`src/sv/ioal_pkg.sv`:
```
package ioal_pkg;

  localparam int FRACTION_BITS_DEFAULT = 8;
  localparam int OUT_W = 25;
  localparam int ALPHA_W = 17;
  localparam int SAMPLE_W = 16;
  localparam int NUM_CHANNELS = 9;
  localparam int CHAN_W = $clog2(NUM_CHANNELS);
  localparam int APB_DATA_W = 32;
  localparam int APB_ADDR_W = 5;

  localparam logic [ALPHA_W-1:0] ALPHA_ONE = 17'h10000;
  localparam logic [ALPHA_W-1:0] ALPHA_RESET = 17'd55706;

  typedef enum logic [1:0] {
    SENSOR_ACCEL = 2'd0,
    SENSOR_GYRO  = 2'd1,
    SENSOR_MAG   = 2'd2
  } sensor_t;

  typedef enum logic [1:0] {
    AXIS_X = 2'd0,
    AXIS_Y = 2'd1,
    AXIS_Z = 2'd2
  } axis_t;

  typedef enum logic [2:0] {
    REG_ALPHA_Q16     = 3'd0,
    REG_GYRO_OFFSET_X = 3'd1,
    REG_GYRO_OFFSET_Y = 3'd2,
    REG_GYRO_OFFSET_Z = 3'd3,
    REG_INVERT_ACCEL  = 3'd4
  } reg_index_t;

endpackage

```
`src/sv/ioal_in_if.sv`:
```
interface ioal_in_if;
  logic       valid;
  logic       ready;
  logic [1:0] sensor;
  logic [1:0] axis;
  logic [7:0] first_byte;
  logic [7:0] second_byte;

  modport source (output valid, output sensor, output axis, output first_byte,
                  output second_byte, input ready);
  modport sink (input valid, input sensor, input axis, input first_byte,
                input second_byte, output ready);
endinterface

```
`src/sv/ioal_out_if.sv`:
```
interface ioal_out_if;
  logic                             valid;
  logic                             ready;
  logic [1:0]                       out_sensor;
  logic [1:0]                       out_axis;
  logic signed [ioal_pkg::OUT_W-1:0] filtered_value;

  modport source (output valid, output out_sensor, output out_axis,
                  output filtered_value, input ready);
  modport sink (input valid, input out_sensor, input out_axis,
                input filtered_value, output ready);
endinterface

```
`src/sv/imu_axis_offset_lowpass.sv`:
```
// An accepted sample passes the input register, then the result register. Throughput:
// one sample per cycle while the result side does not stall; the filter update of a
// channel reads and writes its state in the same cycle, so samples of one channel
// may follow each other directly. Reset (rst, synchronous) empties both stages,
// clears all nine filter states to zero and loads the register defaults.
module imu_axis_offset_lowpass #(
  parameter int FRACTION_BITS = ioal_pkg::FRACTION_BITS_DEFAULT
) (
  input  logic                              clk,
  input  logic                              rst,
  ioal_in_if.sink                           samples,
  ioal_out_if.source                        results,
  input  logic                              psel,
  input  logic                              penable,
  input  logic                              pwrite,
  input  logic [ioal_pkg::APB_ADDR_W-1:0]   paddr,
  input  logic [ioal_pkg::APB_DATA_W-1:0]   pwdata,
  output logic [ioal_pkg::APB_DATA_W-1:0]   prdata,
  output logic                              pready
);

  // Filter state holds X = x * 2^FRACTION_BITS with x up to 17 bits signed.
  localparam int SW = ioal_pkg::SAMPLE_W + 1 + FRACTION_BITS;
  localparam int EW = (SW > ioal_pkg::OUT_W) ? SW : ioal_pkg::OUT_W;
  localparam int PW = SW + 1 + ioal_pkg::ALPHA_W + 1;

  // Configuration registers.
  logic [ioal_pkg::ALPHA_W-1:0]         alpha_q16;
  logic signed [ioal_pkg::SAMPLE_W-1:0] gyro_offset_x;
  logic signed [ioal_pkg::SAMPLE_W-1:0] gyro_offset_y;
  logic signed [ioal_pkg::SAMPLE_W-1:0] gyro_offset_z;
  logic                                 invert_accel;

  logic                   cfg_write;
  ioal_pkg::reg_index_t   cfg_index;

  assign pready    = 1'b1;
  assign cfg_write = psel && penable && pwrite;
  assign cfg_index = ioal_pkg::reg_index_t'(paddr[4:2]);

  always_ff @(posedge clk) begin
    if (rst) begin
      alpha_q16     <= ioal_pkg::ALPHA_RESET;
      gyro_offset_x <= '0;
      gyro_offset_y <= '0;
      gyro_offset_z <= '0;
      invert_accel  <= 1'b0;
    end else if (cfg_write) begin
      case (cfg_index)
        ioal_pkg::REG_ALPHA_Q16:     alpha_q16 <= pwdata[ioal_pkg::ALPHA_W-1:0];
        ioal_pkg::REG_GYRO_OFFSET_X: gyro_offset_x <= pwdata[ioal_pkg::SAMPLE_W-1:0];
        ioal_pkg::REG_GYRO_OFFSET_Y: gyro_offset_y <= pwdata[ioal_pkg::SAMPLE_W-1:0];
        ioal_pkg::REG_GYRO_OFFSET_Z: gyro_offset_z <= pwdata[ioal_pkg::SAMPLE_W-1:0];
        ioal_pkg::REG_INVERT_ACCEL:  invert_accel <= pwdata[0];
        default: ;
      endcase
    end
  end

  always_comb begin
    case (cfg_index)
      ioal_pkg::REG_ALPHA_Q16:
        prdata = ioal_pkg::APB_DATA_W'(alpha_q16);
      ioal_pkg::REG_GYRO_OFFSET_X:
        prdata = ioal_pkg::APB_DATA_W'(unsigned'(gyro_offset_x));
      ioal_pkg::REG_GYRO_OFFSET_Y:
        prdata = ioal_pkg::APB_DATA_W'(unsigned'(gyro_offset_y));
      ioal_pkg::REG_GYRO_OFFSET_Z:
        prdata = ioal_pkg::APB_DATA_W'(unsigned'(gyro_offset_z));
      ioal_pkg::REG_INVERT_ACCEL:
        prdata = ioal_pkg::APB_DATA_W'(invert_accel);
      default:
        prdata = '0;
    endcase
  end

  // Input register.
  logic       s1_valid;
  logic [1:0] s1_sensor;
  logic [1:0] s1_axis;
  logic [7:0] s1_first;
  logic [7:0] s1_second;
  logic       s1_move;
  logic       in_accept;
  logic       in_codes_ok;

  // Result register.
  logic                           out_valid;
  logic [1:0]                     out_sensor;
  logic [1:0]                     out_axis;
  logic signed [ioal_pkg::OUT_W-1:0] out_value;

  assign s1_move       = s1_valid && (!out_valid || results.ready);
  assign samples.ready = !s1_valid || s1_move;
  assign in_accept     = samples.valid && samples.ready;
  // Items with an undefined sensor or axis code are accepted and dropped here.
  assign in_codes_ok   = (samples.sensor <= ioal_pkg::SENSOR_MAG)
                      && (samples.axis <= ioal_pkg::AXIS_Z);

  always_ff @(posedge clk) begin
    if (rst) begin
      s1_valid <= 1'b0;
    end else if (samples.ready) begin
      s1_valid <= in_accept && in_codes_ok;
    end
  end

  always_ff @(posedge clk) begin
    if (in_accept) begin
      s1_sensor <= samples.sensor;
      s1_axis   <= samples.axis;
      s1_first  <= samples.first_byte;
      s1_second <= samples.second_byte;
    end
  end

  // Filter datapath.
  logic signed [SW-1:0]                 state [ioal_pkg::NUM_CHANNELS];
  logic [ioal_pkg::CHAN_W-1:0]          chan;
  logic signed [ioal_pkg::SAMPLE_W-1:0] word;
  logic signed [ioal_pkg::SAMPLE_W-1:0] offset;
  logic signed [ioal_pkg::SAMPLE_W:0]   x;
  logic signed [SW-1:0]                 xs;
  logic signed [SW-1:0]                 s_old;
  logic signed [SW:0]                   diff;
  logic [ioal_pkg::ALPHA_W-1:0]         alpha_sat;
  logic signed [ioal_pkg::ALPHA_W:0]    alpha_s;
  logic signed [PW-1:0]                 prod;
  logic signed [SW:0]                   step;
  logic signed [SW-1:0]                 s_new;
  logic signed [SW-1:0]                 res;
  logic signed [EW-1:0]                 res_ext;
  logic                                 negate;

  assign chan = ioal_pkg::CHAN_W'({s1_sensor, 1'b0}) + ioal_pkg::CHAN_W'(s1_sensor)
              + ioal_pkg::CHAN_W'(s1_axis);

  always_comb begin
    if (s1_sensor == ioal_pkg::SENSOR_ACCEL) begin
      word = {s1_second, s1_first};
    end else begin
      word = {s1_first, s1_second};
    end
    case (s1_axis)
      ioal_pkg::AXIS_X: offset = gyro_offset_x;
      ioal_pkg::AXIS_Y: offset = gyro_offset_y;
      default:          offset = gyro_offset_z;
    endcase
    if (s1_sensor == ioal_pkg::SENSOR_GYRO) begin
      x = (ioal_pkg::SAMPLE_W+1)'(word) - (ioal_pkg::SAMPLE_W+1)'(offset);
    end else begin
      x = (ioal_pkg::SAMPLE_W+1)'(word);
    end
    alpha_sat = (alpha_q16 > ioal_pkg::ALPHA_ONE) ? ioal_pkg::ALPHA_ONE : alpha_q16;
    alpha_s   = signed'({1'b0, alpha_sat});
    xs        = {x, {FRACTION_BITS{1'b0}}};
    s_old     = state[chan];
    diff      = (SW+1)'(xs) - (SW+1)'(s_old);
    prod      = PW'(diff) * PW'(alpha_s);
    // An arithmetic shift floors negative products toward minus infinity.
    step      = prod[SW+16:16];
    s_new     = SW'((SW+1)'(s_old) + step);
    negate    = invert_accel && (s1_sensor == ioal_pkg::SENSOR_ACCEL)
             && (s1_axis != ioal_pkg::AXIS_Y);
    res       = negate ? -s_new : s_new;
    res_ext   = EW'(res);
  end

  always_ff @(posedge clk) begin
    if (rst) begin
      for (int i = 0; i < ioal_pkg::NUM_CHANNELS; i++) begin
        state[i] <= '0;
      end
    end else if (s1_move) begin
      state[chan] <= s_new;
    end
  end

  always_ff @(posedge clk) begin
    if (rst) begin
      out_valid <= 1'b0;
    end else if (s1_move) begin
      out_valid <= 1'b1;
    end else if (results.ready) begin
      out_valid <= 1'b0;
    end
  end

  always_ff @(posedge clk) begin
    if (s1_move) begin
      out_sensor <= s1_sensor;
      out_axis   <= s1_axis;
      out_value  <= res_ext[ioal_pkg::OUT_W-1:0];
    end
  end

  assign results.valid          = out_valid;
  assign results.out_sensor     = out_sensor;
  assign results.out_axis       = out_axis;
  assign results.filtered_value = out_value;

  // A stalled sample in the input register must not be dropped.
  a_s1_hold: assert property (@(posedge clk) disable iff (rst)
    s1_valid && !s1_move |=> s1_valid)
    else $error("input stage lost a sample while stalled");

  // A sample with an undefined sensor or axis code never reaches the filter.
  a_drop_bad_code: assert property (@(posedge clk) disable iff (rst)
    in_accept && !in_codes_ok |=> !s1_valid)
    else $error("sample with undefined code entered the filter stage");

  // Every filter update produces a result in the next cycle.
  a_update_result: assert property (@(posedge clk) disable iff (rst)
    s1_move |=> out_valid)
    else $error("filter update without a result");

endmodule

```
`src/flat_wrapper.sv`:
```
// flat-port wrapper written by rule: the top's interface ports become plain ports
module imu_axis_offset_lowpass_flat 
#(
  parameter int FRACTION_BITS = ioal_pkg::FRACTION_BITS_DEFAULT
)
  (clk, rst, psel, penable, pwrite, paddr, pwdata, prdata, pready, samples_valid, samples_sensor, samples_axis, samples_first_byte, samples_second_byte, samples_ready, results_valid, results_out_sensor, results_out_axis, results_filtered_value, results_ready);
  ioal_in_if samples_i ();
  ioal_out_if results_i ();
  input  logic clk;
  input  logic rst;
  input  logic psel;
  input  logic penable;
  input  logic pwrite;
  input  logic [ioal_pkg::APB_ADDR_W-1:0] paddr;
  input  logic [ioal_pkg::APB_DATA_W-1:0] pwdata;
  output logic [ioal_pkg::APB_DATA_W-1:0] prdata;
  output logic pready;
  input wire logic [$bits(samples_i.valid)-1:0] samples_valid;
  input wire logic [$bits(samples_i.sensor)-1:0] samples_sensor;
  input wire logic [$bits(samples_i.axis)-1:0] samples_axis;
  input wire logic [$bits(samples_i.first_byte)-1:0] samples_first_byte;
  input wire logic [$bits(samples_i.second_byte)-1:0] samples_second_byte;
  output wire logic [$bits(samples_i.ready)-1:0] samples_ready;
  output wire logic [$bits(results_i.valid)-1:0] results_valid;
  output wire logic [$bits(results_i.out_sensor)-1:0] results_out_sensor;
  output wire logic [$bits(results_i.out_axis)-1:0] results_out_axis;
  output wire logic [$bits(results_i.filtered_value)-1:0] results_filtered_value;
  input wire logic [$bits(results_i.ready)-1:0] results_ready;
  assign samples_i.valid = samples_valid;
  assign samples_i.sensor = samples_sensor;
  assign samples_i.axis = samples_axis;
  assign samples_i.first_byte = samples_first_byte;
  assign samples_i.second_byte = samples_second_byte;
  assign samples_ready = samples_i.ready;
  assign results_valid = results_i.valid;
  assign results_out_sensor = results_i.out_sensor;
  assign results_out_axis = results_i.out_axis;
  assign results_filtered_value = results_i.filtered_value;
  assign results_i.ready = results_ready;
  imu_axis_offset_lowpass #(.FRACTION_BITS(FRACTION_BITS)) u_core (.clk(clk), .rst(rst), .samples(samples_i), .results(results_i), .psel(psel), .penable(penable), .pwrite(pwrite), .paddr(paddr), .pwdata(pwdata), .prdata(prdata), .pready(pready));
endmodule
```
`config.mk`:
```
export PLATFORM = sky130hd
export DESIGN_NAME = imu_axis_offset_lowpass_flat
export DESIGN_NICKNAME = d
export VERILOG_FILES = /design/src/sv/ioal_pkg.sv /design/src/sv/ioal_in_if.sv /design/src/sv/ioal_out_if.sv /design/src/sv/imu_axis_offset_lowpass.sv /design/src/flat_wrapper.sv
export SDC_FILE = /design/constraint.sdc
export NUM_CORES = 2
export LEC_CHECK = 0
export BUFFER_PORTS_ARGS = -buffer_cell sky130_fd_sc_hd__buf_2
export CAP_MARGIN = 15
export CORE_ASPECT_RATIO = 1.4
export CORE_MARGIN = 2
export CORE_UTILIZATION = 45
export CTS_CLUSTER_SIZE = 16
export DETAILED_ROUTE_END_ITERATION = 12
export SLEW_MARGIN = 30
export SYNTH_ARGS = -nofsm -noshare
export SYNTH_HDL_FRONTEND = slang
export SYNTH_SLANG_ARGS = --single-unit
```
`constraint.sdc`:
```
create_clock -name clk -period 16.8 [get_ports clk]
set_input_delay 0.84 -clock clk [delete_from_list [all_inputs] [get_ports clk]]
set_output_delay 0.84 -clock clk [all_outputs]
set_load 0.01 [all_outputs]
```
==> Word level (Yosys, flattened, before mapping) <==
Memories as Yosys holds them, arrays and structs flattened.
Index checks and enable logic that the tools add are counted.
{ "word_totals": {"ram_bits": 225, "wordCells": 70, "output_inout_bits": 64, "in_bits": 64, "memories": 1, "reg_bits": 117} }
{ "op_classes": {"n_lt_le_gt_ge": 3, "reduce_logical": 22, "mux": 16, "multipliers": 1, "n_eq_ne": 7, "add_sub_neg": 6} }
{ "memory_table": {"columns": ["memory", "words", "width", "read_ports", "rd_ports_with_merged_regs", "wr", "line_no", "rtl"], "rows": [
  ["u_core.state", 9, 25, 1, 0, 9, "imu_axis_offset_lowpass.sv:118", "logic signed [SW-1:0] state [ioal_pkg::NUM_CHANNELS];"]
]} }
{ "op_table": {"columns": ["cell", "count"], "rows": [
  ["$pmux W17 S5", 1],
  ["$mux W25", 2],
  ["$mul A26 B18 Y41", 1],
  ["$mux W17", 2],
  ["$pmux W16 S2", 1],
  ["$sub A25 B25 Y26", 1],
  ["$add A25 B25 Y25", 1],
  ["$neg A25 Y25", 1],
  ["$reduce_or A25 Y1", 1],
  ["$gt A17 B17 Y1 const B", 1],
  ["$sub A16 B16 Y17", 1],
  ["$mux W16", 1],
  ["$reduce_and A2 Y1", 5],
  ["$logic_and A1 B1 Y1", 8],
  ["$mux W1", 8],
  ["$eq A3 B2 Y1 const B", 2],
  ["$add A3 B2 Y4", 1],
  ["$add A4 B2 Y4", 1],
  ["$eq A2 B1 Y1 const B", 2],
  ["$le A2 B2 Y1 const B", 2],
  ["$logic_not A2 Y1", 2],
  ["$mux W4", 1],
  ["$eq A3 B1 Y1 const B", 1],
  ["$eq A3 B3 Y1 const B", 1],
  ["other kinds (5)", 7]
]} }

==> Depth between registers and ports, before layout <==
{ "depth": {"depth_word": 9, "mapped_depth": 61} }

==> Worst setup path after synthesis <==
No wires, ideal clock.
{ "synth_timing": {"path_kind": "flip-flop to flip-flop", "start": "register u_core.s1_sensor[0]", "end": "register u_core.out_value, in the netlist u_core.results.filtered_value[23] (data pin)", "slack_ns": 2.720, "n_path_buf": 6, "t_required_ns": 16.534, "setup_time_ns": 0.266, "t_arrival_ns": 13.814, "path_stages_with_launch": 55, "period_less_slack_ns": 14.080, "cell_sequence": "edfxtp_1 -> ha_1 -> buf_2 -> buf_2 -> clkbuf_1 -> clkbuf_1 -> buf_1 -> mux4_2 -> mux4_2 -> inv_1 -> ha_1 -> a21o_1 -> a221oi_1 -> o21ai_0 -> nand2_1 -> o31a_1 -> o311ai_4 -> a21oi_1 -> [... 19 more ...] -> a221oi_1 -> a21oi_1 -> o21ai_0 -> a21boi_0 -> o21a_1 -> nor2_1 -> xnor2_1 -> ha_1 -> a21o_1 -> nand2_1 -> nand2b_1 -> nand2b_1 -> xnor2_1 -> inv_1 -> nor3b_1 -> nand2_1 -> o41ai_1 -> xnor2_1"} }
{ "synth_via": {"elab_chain_cells": 9, "elab_cells_between_ends": 15, "classes_between": "add/sub: 6; mul: 1; eq/ne: 1; mux: 3; reduce/logical: 3; memory: 1"} }
{ "synth_rtl": {"columns": ["element", "line_no", "rtl"], "rows": [
  ["start: declaration", "imu_axis_offset_lowpass.sv:79", "logic [1:0] s1_sensor;"],
  ["start signal: assignment", "imu_axis_offset_lowpass.sv:110", "s1_sensor <= samples.sensor;"],
  ["parallel branches: the longest is 6 deep, another holds $mul A26 B18 Y41", null, null],
  ["$add A25 B25 Y25 *", "imu_axis_offset_lowpass.sv:162", "s_new = SW'((SW+1)'(s_old) + step);"],
  ["net u_core.s_new[19]", "imu_axis_offset_lowpass.sv:130", "logic signed [SW-1:0] s_new;"],
  ["$neg A25 Y25 *", "imu_axis_offset_lowpass.sv:165", "res = negate ? -s_new : s_new;"],
  ["$mux W25 *", "imu_axis_offset_lowpass.sv:165", null],
  ["net u_core.res[23]", "imu_axis_offset_lowpass.sv:131", "logic signed [SW-1:0] res;"],
  ["end signal: assignment", "imu_axis_offset_lowpass.sv:193", "out_value <= res_ext[ioal_pkg::OUT_W-1:0];"],
  ["end: declaration", "imu_axis_offset_lowpass.sv:91", "logic signed [ioal_pkg::OUT_W-1:0] out_value;"]
]} }
Mark *: on every way through the listed nets, which the timed path passes.
A chain may end at the register's enable or synchronous reset.

==> Worst setup path in the final report <==
{ "layout_timing": {"start": "register u_core.s1_sensor[0]", "end": "register u_core.out_value, in the netlist u_core.results.filtered_value[23] (data pin)"} }
{ "layout_via": {"elab_chain_cells": 9, "elab_cells_between_ends": 15, "classes_between": "add/sub: 6; mul: 1; eq/ne: 1; mux: 3; reduce/logical: 3; memory: 1"} }
{ "layout_rtl": {"columns": ["element", "line_no"], "rows": [
  ["parallel branches: the longest is 8 deep, another holds $mul A26 B18 Y41", null],
  ["$mux W25 *", "imu_axis_offset_lowpass.sv:165"],
  ["net u_core.res[23]", "imu_axis_offset_lowpass.sv:131"]
]} }
Marked as above.

==> results.yml <==
cts:
  clock_tree_from_tritoncts: "built"
  worst_setup_hold_path_clk_slew_ns: 0.06
  post_cts_resized: 0
  clk_latency_ns: 0.63
  ctsLongestPathBuffers: 3
  h-tree-depth: 2
  root_buffer: "sky130_fd_sc_hd__clkbuf_16"
  postCtsHoldBufs: 0
  cts.repair_timing.setup_buffer_count: 0
  numClockSinks: 517
  tritoncts.num_buffers: 50
timing:
  slew_headroom_pct: 30.1
  endpoints_failing_hold: 0
  timing_max_transition_violations_final: 0
  shortest_period_the_worst_path_allows_ns: 15.25
  final.period_utilization_pct: 90.8
  worst_slew_pin_slew_ns: 1.04
  fin_setup_tns_ns: 0
  rsz0062_at_grt: "false"
  timing.clock.skew_ns: 0.0383
  finalSetupViolCount: 0
  fmaxAchievable_mhz: 65.6
yosys:
  synthesis.yosys.warnings: 0
  netlist_instances: 3574
  seq_area_frac_synth_pct: 37.8
  async_sr_flop_fraction_pct: 0
  ys_ff_latch: 517
  synth-edff-count: 449
  synthesis.area_per_instance_sq_um: 11.0
  synth.distinct_cells: 63
  syn-cell-area_sq_um: 39300
  synth-main-ff-cell: "sky130_fd_sc_hd__edfxtp_1"
setup_path:
  critical_path.max_fanout: 45
  start_kind: "register"
  critical-path-top-delay-family: "adder cells"
  worstPathArrival_ns: 15.60
  critical_path.endpoint_type: "register"
  crit_path_frequent_cell: "sky130_fd_sc_hd__fa_1"
  worst-endpoint-required_ns: 17.15
  worstPathBufferInverterCount: 8
  worst_path_largest_cell_delay_ns: 0.76
  worstSetupPathType: "register to register"
  cpMaxStageDelayCell: "sky130_fd_sc_hd__ha_4"
finish:
  final_layout_size_suffix_gt1_share_pct: 12.8
  layout.cell_area.non_filler_sq_um: 43300
  flow.area_growth_from_synthesis_pct: 10.2
  layout_common_cells: "565 x sky130_fd_sc_hd__inv_1, 449 x sky130_fd_sc_hd__edfxtp_1, 444 x sky130_fd_sc_hd__nand2_1"
  layout.cells.non_filler: 4879
  finalCoreUtilization_pct: 49.9
  finalNetCount: 4302
  layout_commonest_cell: "sky130_fd_sc_hd__inv_1"
drt:
  drt_total_wl_mm: 112
  detailedRoute.firstIterationViolations: 1933
  firstDrtPassIters: 5
  wl_per_cell_microns: 22.9
  drt_drc_violations_left: 0
  residual_antenna_violating_net_count_after_detailed_routing: 0
  via_count: 26498
  dr_vias_cell: 5.43
placed_design:
  dp.final_hpwl_mm: 83.2
  dp_cells: 4786
  place_congestion: 0.940
  place.port_buffers: 94
  place_area_sq_um: 41600
worst_hold_path:
  hold_path.class: "primary input to register"
grt:
  grt_antenna_before_repair: 1
  grt_max_degree: 78
  grt_pass1_vias: 27734
  wire_length_of_the_first_global_routing_pass_mm: 169
  total_congestion_overflow_after_global_routing: 0
  gr_util_all_layers_pct: 25.5
floorplan:
  die_width_microns: 254
  placement_rows: 128
  core_region_area_sq_um: 86800
  fp.dieArea_sq_um: 89700
  height_of_the_die_microns: 354
  initial_core_util_pct: 45.3
  top_level_ports: 128
run_status:
  outcome: "complete, no violations"
flow_run:
  maxCapViolCount: 0
-- metal layers --
metal	GRT usage (%)	vias up	wire length (microns)
met5	0	-	0
met3	2.30	236	5040
met1	31.1	13591	42500
met2	45.6	851	58500
met4	11.5	0	5620
li1	-	11820	-
-- area by class of cell --
class / count / area (sq um)
fillers: 7955 / 43500
clock buffers: 60 / 1320
well taps: 1170 / 1460
multi-input cells: 2312 / 21700
inverters: 567 / 2130
flip-flops and latches: 517 / 14800
clock inverters: 32 / 409
diodes: 1 / 2.50
repair buffers: 220 / 1420
-- synth_stat cells, drive strengths merged, types with 6 or more instances --
| cell type | count | area (sq um) |
|---|---|---|
| or2 | 6 | 37.5 |
| a21o | 31 | 233 |
| nor2b | 42 | 263 |
| a21oi | 135 | 676 |
| fa | 413 | 8270 |
| inv | 567 | 2130 |
| and2 | 62 | 388 |
| a21boi | 7 | 52.6 |
| nand2 | 444 | 1670 |
| nand2b | 25 | 156 |
| mux2i | 26 | 260 |
| o31ai | 13 | 97.6 |
| xor2 | 36 | 315 |
| nor3 | 20 | 100 |
| nand4 | 6 | 37.5 |
| nand3 | 25 | 125 |
| ha | 157 | 1960 |
| nor2 | 435 | 1630 |
| nand3b | 11 | 82.6 |
| xnor2 | 87 | 781 |
| mux2 | 18 | 203 |
| dfxtp | 68 | 1360 |
| and3 | 26 | 163 |
| a22oi | 10 | 75.1 |
| nor4 | 9 | 56.3 |
| mux4 | 134 | 3020 |
| a31oi | 10 | 62.6 |
| edfxtp | 449 | 13500 |
| o21ai | 36 | 180 |
| o21a | 9 | 67.6 |
| o21bai | 12 | 90.1 |
| buf | 35 | 199 |
| clkbuf | 157 | 589 |
-- registers in the layout (all words and copies together), names as in the netlist, 8 cells and up --
signal and count:
u_core.state 400, u_core.results.filtered_value 25, u_core.s1_second 8, u_core.gyro_offset_y 16, u_core.gyro_offset_x 16, u_core.s1_first 8, u_core.alpha_q16 17, u_core.gyro_offset_z 16
-- through the flow --
stage                     worst slack, ns  hold slack (ns)
after CTS                            1.42            0.398
after global placement               1.56            0.453
after detailed placement             1.53            0.458
after global routing                0.444            0.402
after floorplan                      2.72            0.445
final                                1.55            0.422
-- final timing paths --
path / from / end / slack (ns) / depth (start not counted)
setup / recovery: u_core.s1_sensor[0] / u_core.results.filtered_value[23] / 1.55 / 51
setup reg to reg: u_core.s1_sensor[0] / u_core.results.filtered_value[23] / 1.55 / 51
hold / removal: samples_sensor[0] / u_core.s1_sensor[0] / 0.42 / 1
hold reg to reg: u_core.gyro_offset_z[14] / u_core.gyro_offset_z[14] / 0.47 / 2
-- cells by family after synthesis --
| kind of cell | count (synthesis) | synth area share (%) |
|---|---|---|
| compound gates | 294 | 4.67 |
| xor+xnor | 124 | 2.85 |
| fa+ha+maj | 570 | 26.0 |
| buf+inv | 759 | 7.42 |
| flops | 517 | 37.8 |
| mux | 178 | 8.86 |
| other cells | 2 | 0.0191 |
| simple gates | 1130 | 12.4 |
Power is not shown: default switching activity piles up to over one toggle a cycle in this logic, so the estimate is an artifact.
